### config.mk
export PLATFORM = sky130hd
export DESIGN_NAME = line_point_stepper_unit_flat
export DESIGN_NICKNAME = d
export VERILOG_FILES = /design/src/hw/rtl/lps_pkg.sv /design/src/hw/rtl/lps_req_if.sv /design/src/hw/rtl/lps_pt_if.sv /design/src/hw/rtl/line_point_stepper_unit.sv /design/src/hw/rtl/lps_engine.sv /design/src/flat_wrapper.sv
export SDC_FILE = /design/constraint.sdc
export NUM_CORES = 1
export LEC_CHECK = 0
export ABC_AREA = 1
export BUFFER_PORTS_ARGS = -buffer_cell sky130_fd_sc_hd__buf_4
export CAP_MARGIN = 20
export CORE_MARGIN = 8
export CORE_UTILIZATION = 60
export CTS_CLUSTER_SIZE = 30
export DETAILED_ROUTE_END_ITERATION = 10
export GPL_ROUTABILITY_DRIVEN = 1
export PLACE_DENSITY = 0.86
export SLEW_MARGIN = 20
export SYNTH_ARGS = -nofsm -noshare
export SYNTH_HDL_FRONTEND = slang
export SYNTH_HIERARCHICAL = 1
export SYNTH_SLANG_ARGS = --single-unit
### constraint.sdc
create_clock -name clk_i -period 6.1 [get_ports clk_i]
set_input_delay 0.61 -clock clk_i [delete_from_list [all_inputs] [get_ports clk_i]]
set_output_delay 0.61 -clock clk_i [all_outputs]
set_load 0.02 [all_outputs]
### src/hw/rtl/lps_pkg.sv
package lps_pkg;

  // default coordinate width
  localparam int unsigned CoordBitsDefault = 10;

  // request codes
  localparam logic ReqLoad = 1'b0;
  localparam logic ReqStep = 1'b1;

  // line walking modes
  localparam logic [1:0] ModeIdle     = 2'd0;
  localparam logic [1:0] ModeVertical = 2'd1;
  localparam logic [1:0] ModeWalk     = 2'd2;

  // control from the input stage to the engine
  typedef struct packed {
    logic go;
    logic is_load;
  } lps_ctl_t;

endpackage

### src/hw/rtl/lps_req_if.sv
interface lps_req_if #(
  parameter int unsigned CoordBits = lps_pkg::CoordBitsDefault
);
  logic                 valid;
  logic                 ready;
  logic                 req_type;
  logic [CoordBits-1:0] start_x;
  logic [CoordBits-1:0] start_y;
  logic [CoordBits-1:0] end_x;
  logic [CoordBits-1:0] end_y;

  modport source (output valid, req_type, start_x, start_y, end_x, end_y, input ready);
  modport sink (input valid, req_type, start_x, start_y, end_x, end_y, output ready);
endinterface

### src/hw/rtl/lps_pt_if.sv
interface lps_pt_if #(
  parameter int unsigned CoordBits = lps_pkg::CoordBitsDefault
);
  logic                 valid;
  logic                 ready;
  logic [CoordBits-1:0] point_x;
  logic [CoordBits-1:0] point_y;
  logic                 has_point;
  logic                 last_point;

  modport source (output valid, point_x, point_y, has_point, last_point, input ready);
  modport sink (input valid, point_x, point_y, has_point, last_point, output ready);
endinterface

### src/hw/rtl/line_point_stepper_unit.sv
// a step word gives its point word through the input register and then the point register
// one word per cycle unless the point register is stalled; the line state updates in a single pass
// through the step logic between the input register and the point register
// a load word updates the line state and gives no point word
// reset (async, active low) empties both registers and leaves no line loaded
module line_point_stepper_unit #(
  parameter int unsigned CoordBits = lps_pkg::CoordBitsDefault
) (
  input  logic  clk_i,
  input  logic  rst_ni,
  lps_req_if.sink  req_i,
  lps_pt_if.source pt_o
);

  logic                 in_vld_q, in_vld_d;
  logic                 in_type_q;
  logic [CoordBits-1:0] in_sx_q, in_sy_q, in_ex_q, in_ey_q;
  logic                 out_vld_q, out_vld_d;
  logic [CoordBits-1:0] out_x_q, out_y_q;
  logic                 out_has_q, out_last_q;
  logic                 out_free, advance, in_take, out_load;
  lps_pkg::lps_ctl_t    ctl;
  logic [CoordBits-1:0] res_x, res_y;
  logic                 res_has, res_last;

  // handshake between the two registers
  always_comb begin
    out_free    = !out_vld_q || pt_o.ready;
    advance     = in_vld_q && ((in_type_q == lps_pkg::ReqLoad) || out_free);
    req_i.ready = !in_vld_q || advance;
    in_take     = req_i.valid && req_i.ready;
    in_vld_d    = in_take || (in_vld_q && !advance);
    out_load    = advance && (in_type_q == lps_pkg::ReqStep);
    out_vld_d   = out_load || (out_vld_q && !pt_o.ready);
    ctl.go      = advance;
    ctl.is_load = (in_type_q == lps_pkg::ReqLoad);
  end

  // input register
  always_ff @(posedge clk_i or negedge rst_ni) begin
    if (!rst_ni) begin
      in_vld_q <= 1'b0;
    end else begin
      in_vld_q <= in_vld_d;
    end
  end

  always_ff @(posedge clk_i) begin
    if (in_take) begin
      in_type_q <= req_i.req_type;
      in_sx_q   <= req_i.start_x;
      in_sy_q   <= req_i.start_y;
      in_ex_q   <= req_i.end_x;
      in_ey_q   <= req_i.end_y;
    end
  end

  lps_engine #(
    .CoordBits(CoordBits)
  ) u_engine (
    .clk_i       (clk_i),
    .rst_ni      (rst_ni),
    .ctl_i       (ctl),
    .start_x_i   (in_sx_q),
    .start_y_i   (in_sy_q),
    .end_x_i     (in_ex_q),
    .end_y_i     (in_ey_q),
    .point_x_o   (res_x),
    .point_y_o   (res_y),
    .has_point_o (res_has),
    .last_point_o(res_last)
  );

  // point register
  always_ff @(posedge clk_i or negedge rst_ni) begin
    if (!rst_ni) begin
      out_vld_q <= 1'b0;
    end else begin
      out_vld_q <= out_vld_d;
    end
  end

  always_ff @(posedge clk_i) begin
    if (out_load) begin
      out_x_q    <= res_x;
      out_y_q    <= res_y;
      out_has_q  <= res_has;
      out_last_q <= res_last;
    end
  end

  assign pt_o.valid      = out_vld_q;
  assign pt_o.point_x    = out_x_q;
  assign pt_o.point_y    = out_y_q;
  assign pt_o.has_point  = out_has_q;
  assign pt_o.last_point = out_last_q;

endmodule

### src/hw/rtl/lps_engine.sv
module lps_engine #(
  parameter int unsigned CoordBits = lps_pkg::CoordBitsDefault
) (
  input  logic                 clk_i,
  input  logic                 rst_ni,
  input  lps_pkg::lps_ctl_t    ctl_i,
  input  logic [CoordBits-1:0] start_x_i,
  input  logic [CoordBits-1:0] start_y_i,
  input  logic [CoordBits-1:0] end_x_i,
  input  logic [CoordBits-1:0] end_y_i,
  output logic [CoordBits-1:0] point_x_o,
  output logic [CoordBits-1:0] point_y_o,
  output logic                 has_point_o,
  output logic                 last_point_o
);

  localparam int unsigned N   = CoordBits;
  localparam int unsigned DxW = N + 2;  // 2*dx, unsigned
  localparam int unsigned DyW = N + 3;  // 2*dy, signed
  localparam int unsigned EW  = N + 4;  // decision error, signed
  localparam int unsigned CW  = N + 5;  // doubled error for compares

  logic [N-1:0]          cur_x_q, cur_x_d, cur_y_q, cur_y_d;
  logic [N-1:0]          far_x_q, far_x_d, far_y_q, far_y_d;
  logic signed [EW-1:0]  err_q, err_d;
  logic [DxW-1:0]        tdx_q, tdx_d;
  logic signed [DyW-1:0] tdy_q, tdy_d;
  logic [1:0]            mode_q, mode_d;

  // true when a and b differ by at most one
  function automatic logic within_one(input logic [N:0] a, input logic [N:0] b);
    logic [N:0] a1, b1;
    a1 = a + {{N{1'b0}}, 1'b1};
    b1 = b + {{N{1'b0}}, 1'b1};
    return (a == b) || (a1 == b) || (b1 == a);
  endfunction

  // load side: order the endpoints
  logic          ld_vert, ld_swap;
  logic [N-1:0]  ld_sx, ld_sy, ld_fx, ld_fy, ld_ylo, ld_yhi, ld_span;
  logic          ld_near;

  always_comb begin
    ld_vert = (start_x_i == end_x_i);
    ld_swap = (end_x_i < start_x_i);
    ld_sx   = ld_swap ? end_x_i : start_x_i;
    ld_sy   = ld_swap ? end_y_i : start_y_i;
    ld_fx   = ld_swap ? start_x_i : end_x_i;
    ld_fy   = ld_swap ? start_y_i : end_y_i;
    ld_ylo  = (start_y_i < end_y_i) ? start_y_i : end_y_i;
    ld_yhi  = (start_y_i < end_y_i) ? end_y_i : start_y_i;
    ld_span = ld_yhi - ld_ylo;
    ld_near = within_one({1'b0, ld_sx}, {1'b0, ld_fx}) &&
              within_one({1'b0, ld_sy}, {1'b0, ld_fy});
  end

  // step side: compares and increments
  logic [N:0]            vy1, vy2;
  logic signed [CW-1:0]  e2, tdx_s;
  logic                  w_up, w_down, w_near;
  logic [N:0]            wx1;
  logic [N-1:0]          diff_x;

  always_comb begin
    vy1    = {1'b0, cur_y_q} + {{N{1'b0}}, 1'b1};
    vy2    = vy1 + {{N{1'b0}}, 1'b1};
    e2     = {err_q, 1'b0};
    tdx_s  = signed'({3'b000, tdx_q});
    w_up   = (e2 > tdx_s);
    w_down = (e2 < -tdx_s);
    wx1    = {1'b0, cur_x_q} + {{N{1'b0}}, 1'b1};
    w_near = within_one(wx1, {1'b0, far_x_q}) &&
             within_one({1'b0, cur_y_q}, {1'b0, far_y_q});
    diff_x = ld_fx - ld_sx;
  end

  // next state and result
  always_comb begin
    cur_x_d      = cur_x_q;
    cur_y_d      = cur_y_q;
    far_x_d      = far_x_q;
    far_y_d      = far_y_q;
    err_d        = err_q;
    tdx_d        = tdx_q;
    tdy_d        = tdy_q;
    mode_d       = mode_q;
    point_x_o    = '0;
    point_y_o    = '0;
    has_point_o  = 1'b0;
    last_point_o = 1'b0;
    if (ctl_i.go && ctl_i.is_load) begin
      err_d = '0;
      if (ld_vert) begin
        cur_x_d = start_x_i;
        cur_y_d = ld_ylo;
        far_x_d = start_x_i;
        far_y_d = ld_yhi;
        tdx_d   = '0;
        tdy_d   = '0;
        mode_d  = (ld_span > {{(N-1){1'b0}}, 1'b1}) ? lps_pkg::ModeVertical
                                                    : lps_pkg::ModeIdle;
      end else begin
        cur_x_d = ld_sx;
        cur_y_d = ld_sy;
        far_x_d = ld_fx;
        far_y_d = ld_fy;
        tdx_d   = {1'b0, diff_x, 1'b0};
        tdy_d   = ({3'b000, ld_fy} - {3'b000, ld_sy}) <<< 1;
        mode_d  = ld_near ? lps_pkg::ModeIdle : lps_pkg::ModeWalk;
      end
    end else if (ctl_i.go) begin
      unique case (mode_q)
        lps_pkg::ModeVertical: begin
          if (vy1 < {1'b0, far_y_q}) begin
            cur_y_d      = vy1[N-1:0];
            point_x_o    = cur_x_q;
            point_y_o    = vy1[N-1:0];
            has_point_o  = 1'b1;
            last_point_o = (vy2 >= {1'b0, far_y_q});
            if (vy2 >= {1'b0, far_y_q}) begin
              mode_d = lps_pkg::ModeIdle;
            end
          end else begin
            mode_d = lps_pkg::ModeIdle;
          end
        end
        lps_pkg::ModeWalk: begin
          has_point_o = 1'b1;
          point_x_o   = cur_x_q;
          if (w_up) begin
            cur_y_d   = cur_y_q + {{(N-1){1'b0}}, 1'b1};
            err_d     = err_q - signed'({2'b00, tdx_q});
            point_y_o = cur_y_d;
          end else if (w_down) begin
            cur_y_d   = cur_y_q - {{(N-1){1'b0}}, 1'b1};
            err_d     = err_q + signed'({2'b00, tdx_q});
            point_y_o = cur_y_d;
          end else begin
            err_d        = err_q + EW'(tdy_q);
            cur_x_d      = wx1[N-1:0];
            point_y_o    = cur_y_q;
            last_point_o = w_near;
            if (w_near) begin
              mode_d = lps_pkg::ModeIdle;
            end
          end
        end
        default: begin
          mode_d = mode_q;
        end
      endcase
    end
  end

  // line state
  always_ff @(posedge clk_i or negedge rst_ni) begin
    if (!rst_ni) begin
      cur_x_q <= '0;
      cur_y_q <= '0;
      far_x_q <= '0;
      far_y_q <= '0;
      err_q   <= '0;
      tdx_q   <= '0;
      tdy_q   <= '0;
      mode_q  <= lps_pkg::ModeIdle;
    end else begin
      cur_x_q <= cur_x_d;
      cur_y_q <= cur_y_d;
      far_x_q <= far_x_d;
      far_y_q <= far_y_d;
      err_q   <= err_d;
      tdx_q   <= tdx_d;
      tdy_q   <= tdy_d;
      mode_q  <= mode_d;
    end
  end

endmodule

### src/flat_wrapper.sv
// flat-port wrapper written by rule: the top's interface ports become plain ports
module line_point_stepper_unit_flat 
#(
  parameter int unsigned CoordBits = lps_pkg::CoordBitsDefault
)
  (clk_i, rst_ni, req_i_valid, req_i_req_type, req_i_start_x, req_i_start_y, req_i_end_x, req_i_end_y, req_i_ready, pt_o_valid, pt_o_point_x, pt_o_point_y, pt_o_has_point, pt_o_last_point, pt_o_ready);
  lps_req_if #(.CoordBits(CoordBits)) req_i_i ();
  lps_pt_if #(.CoordBits(CoordBits)) pt_o_i ();
  input  logic clk_i;
  input  logic rst_ni;
  input wire logic [$bits(req_i_i.valid)-1:0] req_i_valid;
  input wire logic [$bits(req_i_i.req_type)-1:0] req_i_req_type;
  input wire logic [$bits(req_i_i.start_x)-1:0] req_i_start_x;
  input wire logic [$bits(req_i_i.start_y)-1:0] req_i_start_y;
  input wire logic [$bits(req_i_i.end_x)-1:0] req_i_end_x;
  input wire logic [$bits(req_i_i.end_y)-1:0] req_i_end_y;
  output wire logic [$bits(req_i_i.ready)-1:0] req_i_ready;
  output wire logic [$bits(pt_o_i.valid)-1:0] pt_o_valid;
  output wire logic [$bits(pt_o_i.point_x)-1:0] pt_o_point_x;
  output wire logic [$bits(pt_o_i.point_y)-1:0] pt_o_point_y;
  output wire logic [$bits(pt_o_i.has_point)-1:0] pt_o_has_point;
  output wire logic [$bits(pt_o_i.last_point)-1:0] pt_o_last_point;
  input wire logic [$bits(pt_o_i.ready)-1:0] pt_o_ready;
  assign req_i_i.valid = req_i_valid;
  assign req_i_i.req_type = req_i_req_type;
  assign req_i_i.start_x = req_i_start_x;
  assign req_i_i.start_y = req_i_start_y;
  assign req_i_i.end_x = req_i_end_x;
  assign req_i_i.end_y = req_i_end_y;
  assign req_i_ready = req_i_i.ready;
  assign pt_o_valid = pt_o_i.valid;
  assign pt_o_point_x = pt_o_i.point_x;
  assign pt_o_point_y = pt_o_i.point_y;
  assign pt_o_has_point = pt_o_i.has_point;
  assign pt_o_last_point = pt_o_i.last_point;
  assign pt_o_i.ready = pt_o_ready;
  line_point_stepper_unit #(.CoordBits(CoordBits)) u_core (.clk_i(clk_i), .rst_ni(rst_ni), .req_i(req_i_i), .pt_o(pt_o_i));
endmodule
==> impl_metrics.py <==
metrics = {
    "status": {
        "status": "completed",
    },
    "cts": {
        "cts_inserted_buffers": 17,
        "clock-sinks": 141,
        "cts-resized-gates": 0,
        "cts_tree": "built",
        "cts_hold_buf": 0,
        "postCtsSetupRepairBufs": 0,
        "cts_root_buffer": "clkbuf_16",
        "htreeDepth": 4,
        "clock_latency_ns": 0.43,
        "cts.clk_slew.worst_paths_ns": 0.06,
        "cts_max_path_buffers": 2,
    },
    "place": {
        "io_buffers": 68,
        "place_area_um2": 13810,
        "place_congestion": 0.9459,
        "dp_hpwl_mm": 29.79,
        "dpl.cell_count": 2239,
    },
    "floorplan": {
        "core-area_um2": 21690,
        "start_util_pct": 60.59,
        "pin_count": 69,
        "dieHeight_um": 164.0,
        "die_area_um2": 26890,
        "die_w_um": 164.0,
        "core.rowCount": 54,
    },
    "power_and_ir_drop": {
        "power_density_nw_per_um2": 409.2,
        "p_leak_uw": 0.007089,
        "pwr-share-comb_pct": 58.3,
        "clkPwrFrac_pct": 16.3,
        "p_int_uw": 2973,
        "p_sw_uw": 2898,
        "seqPwrFrac_pct": 25.4,
        "ir_drop_uv": 225.6,
        "power_uw": 5871,
        "p_sw_share_pct": 49.36,
    },
    "final_layout": {
        "n_fill_cell": 1981,
        "final_common_cell": "nand2_1",
        "antenna_cells": 0,
        "final_area_um2": 14350,
        "area_growth_pct": 9.199,
        "layout.nets": 2117,
        "seqCellArea_um2": 3844,
        "stdcell_count": 2271,
        "layout.cells.most_common_list": "nand2_1, inv_1, nor2_1, nand3_1, o21ai_0",
        "drive_gt1_share_pct": 8.840,
        "multiInputGateArea_um2": 7976,
    },
    "logic_synthesis": {
        "netlist_area_um2": 13140,
        "synth_mux_area_share_pct": 0.3047,
        "synth_fp_nets": 2076,
        "synthFlopType": "dfrtp_1",
        "syn_inst": 1937,
        "synth_warnings": 6,
        "synthAdderAreaFrac_pct": 9.065,
        "synth-simple-area-share_pct": 31.66,
        "synth_cell_types": 57,
        "synth-edff-count": 63,
        "synth_top_family_by_area": "simple AND/OR/NAND/NOR gates",
        "avgSynthCellArea_um2": 6.784,
        "synth-xor-area-share_pct": 5.599,
        "synth_compound_area_share_pct": 14.07,
        "async_flop_share_pct": 55.32,
        "ys_seq_area_share_pct": 29.25,
        "synth-seq-cells": 141,
    },
    "setup_path": {
        "crit_top_cell": "nand2_1",
        "crit_type": "flop to flop",
        "worstPathArrival_ns": 5.82,
        "cp.required_ns": 6.47,
        "crit_fanout": 15,
        "start_kind": "flop",
        "cpMaxStageDelayCell": "dfrtp_1",
        "r2r_slack_ns": 0.65,
        "crit_path_end_kind": "flop",
        "slowest_delay_ns": 0.43,
    },
    "sta": {
        "min_period_over_period_pct": 89.29,
        "report.final.slew_viol_count": 0,
        "rsz0062_at_grt": "no",
        "tns_ns": 0,
        "skew_ns": 0.01520,
        "worst_pin_slew_ns": 1.051,
        "fin_crit_ns": 5.447,
        "finalHoldViolations": 0,
        "setup-violations-final": 0,
        "timing.slew.headroom_pct": 29.66,
        "fmax_ghz": 0.1836,
    },
    "routing": {
        "drt.antenna.violating_nets": 0,
        "via_per_inst": 5.916,
        "m1WireLength_mm": 16.80,
        "drt_iter0_drc": 1520,
        "met2RoutedLength_mm": 17.17,
        "totalWireLength_mm": 38.17,
        "top_layer": "met4",
        "wl_per_cell_um": 16.81,
        "vias": 13440,
        "wl_met3_mm": 3.451,
        "drt_pass1_iterations": 5,
        "drcViolationCount": 0,
    },
    "grt": {
        "grt_usage_pct": 28.50,
        "antenna_found_initial": 0,
        "grt_max_degree": 79,
        "gr-total-overflow": 0,
        "grt_pass1_vias": 12220,
        "grt_pass1_wl_mm": 61.70,
    },
    "worst_hold_path": {
        "hp-class": "input pin to async pin",
    },
    "flow_run": {
        "drv_cap": 0,
    },
}
-- synth_stat cells (all sizes together), types with 2 or more instances --
cell type    n  area, um2
nand2      546       2085
inv        269       1010
nor2       179      704.4
o21ai      152      805.8
nand3      134      700.7
ha          92       1151
a21oi       82      421.7
dfrtp       78       1952
edfxtp      63       1892
xor2        60      525.5
nand4       57      362.8
clkbuf      39      147.6
nor3        30      155.1
xnor2       24      210.2
buf         22      158.9
o221ai      19      166.4
o22ai       12      75.07
a22oi       11      82.58
o211ai       9      67.56
or2          7      43.79
a211oi       5      37.54
nand3b       5      37.54
o31ai        5      37.54
a31oi        4      25.02
mux2i        4      40.04
o21bai       4      30.03
nor4         3      18.77
a21boi       2      15.01
a21o         2      15.01
fa           2      40.04
nor3b        2      15.01
nor4b        2      17.52
o2111ai      2      17.52
o21a         2      15.01
-- flip-flops by register name, summed over array words and instances (netlist names) --
signal	count
u_core/u_engine/cur_x_q	10
u_core/u_engine/err_q	13
u_core/u_engine/far_x_q	10
u_core/in_ex_q	10
u_core/pt_o.valid	1
u_core/in_sx_q	10
u_core/in_vld_q	1
u_core/in_ey_q	10
u_core/pt_o.has_point	1
u_core/u_engine/cur_y_q	10
u_core/pt_o.last_point	1
u_core/pt_o.point_x	10
u_core/u_engine/tdy_q	11
u_core/in_type_q	1
u_core/in_sy_q	10
u_core/pt_o.point_y	10
u_core/u_engine/mode_q	2
u_core/u_engine/far_y_q	10
u_core/u_engine/tdx_q	10
-- worst paths after layout --
path | from | to | depth (start not counted)
min in group clk_i | req_i_end_x[3] | u_core/in_ex_q[3]$_DFFE_PP_ | 1
worst max-delay path | u_core/u_engine/tdx_q[1]$_DFFE_PN0P_ | u_core/u_engine/err_q[13]$_DFFE_PN0P_ | 33
worst min register to register | u_core/u_engine/tdy_q[1]$_DFFE_PN0P_ | u_core/u_engine/tdy_q[1]$_DFFE_PN0P_ | 2
max in group asynchronous | rst_ni | u_core/u_engine/far_x_q[5]$_DFFE_PN0P_ | 1
worst max register to register | u_core/u_engine/tdx_q[1]$_DFFE_PN0P_ | u_core/u_engine/err_q[13]$_DFFE_PN0P_ | 33
worst min-delay path | rst_ni | u_core/u_engine/far_y_q[0]$_DFFE_PN0P_ | 1
-- logic make-up (layout without fill, tap and decap cells) --
family,Yosys count,after routing
AOI/OAI and AO/OA,315,315
xor gates and xnor gates,84,84
adders and majority gates,94,94
buffers and inverters,331,385
DFF,141,141
muxes,4,4
and+or+nand+nor,968,968
-- per-layer routing --
| metal | GRT usage (%) | vias up |
|---|---|---|
| li1 | - | 6488 |
| met1 | 39.45 | 6213 |
| met2 | 45.44 | 685 |
| met3 | 4.461 | 50 |
| met4 | 7.975 | 0 |
| met5 | 0 | - |
-- stage by stage --
step           hold slack [ns]  setup WS [ns]  utilization (%)
2_1_floorplan           0.3144          1.242                -
3_3_place_gp            0.4972         0.9314            63.66
3_5_place_dp            0.4893         0.7676            63.66
4_1_cts                 0.3345         0.7308            66.14
5_1_grt                 0.2550         0.2046            66.16
6_report                0.2062         0.6533            66.16
-- layout make-up --
cell class / instances / share of cell area (%)
clock inverter: 12 / 0.7063
timing repair buffer: 83 / 4.369
sequential: 141 / 26.79
inverter: 270 / 7.063
clock buffer: 20 / 3.043
multi-input combinational: 1465 / 55.59
tap: 280 / 2.442
-- power groups by stage --
| stage | registers [uW] | logic, uW | clock network, uW |
|---|---|---|---|
| final | 1490 | 3420 | 959 |
| after global routing | 1520 | 3830 | 1010 |
| after CTS | 1480 | 3350 | 974 |
| after detailed placement | 1490 | 3330 | 0 |
| after global placement | 1490 | 3230 | 0 |
| after floorplan | 1370 | 2620 | 0 |
-- critical path: cells and delay by family (launching register included) --
| family | cells | cell delay (ns) |
|---|---|---|
| adders and majority gates | 3 | 0.92 |
| DFF | 1 | 0.43 |
| xor gates and xnor gates | 1 | 0.21 |
| and+or+nand+nor | 17 | 2.46 |
| AOI/OAI and AO/OA | 9 | 1.21 |
| buffers and inverters | 3 | 0.17 |
Note: power is estimated with default switching activity, not from simulation.
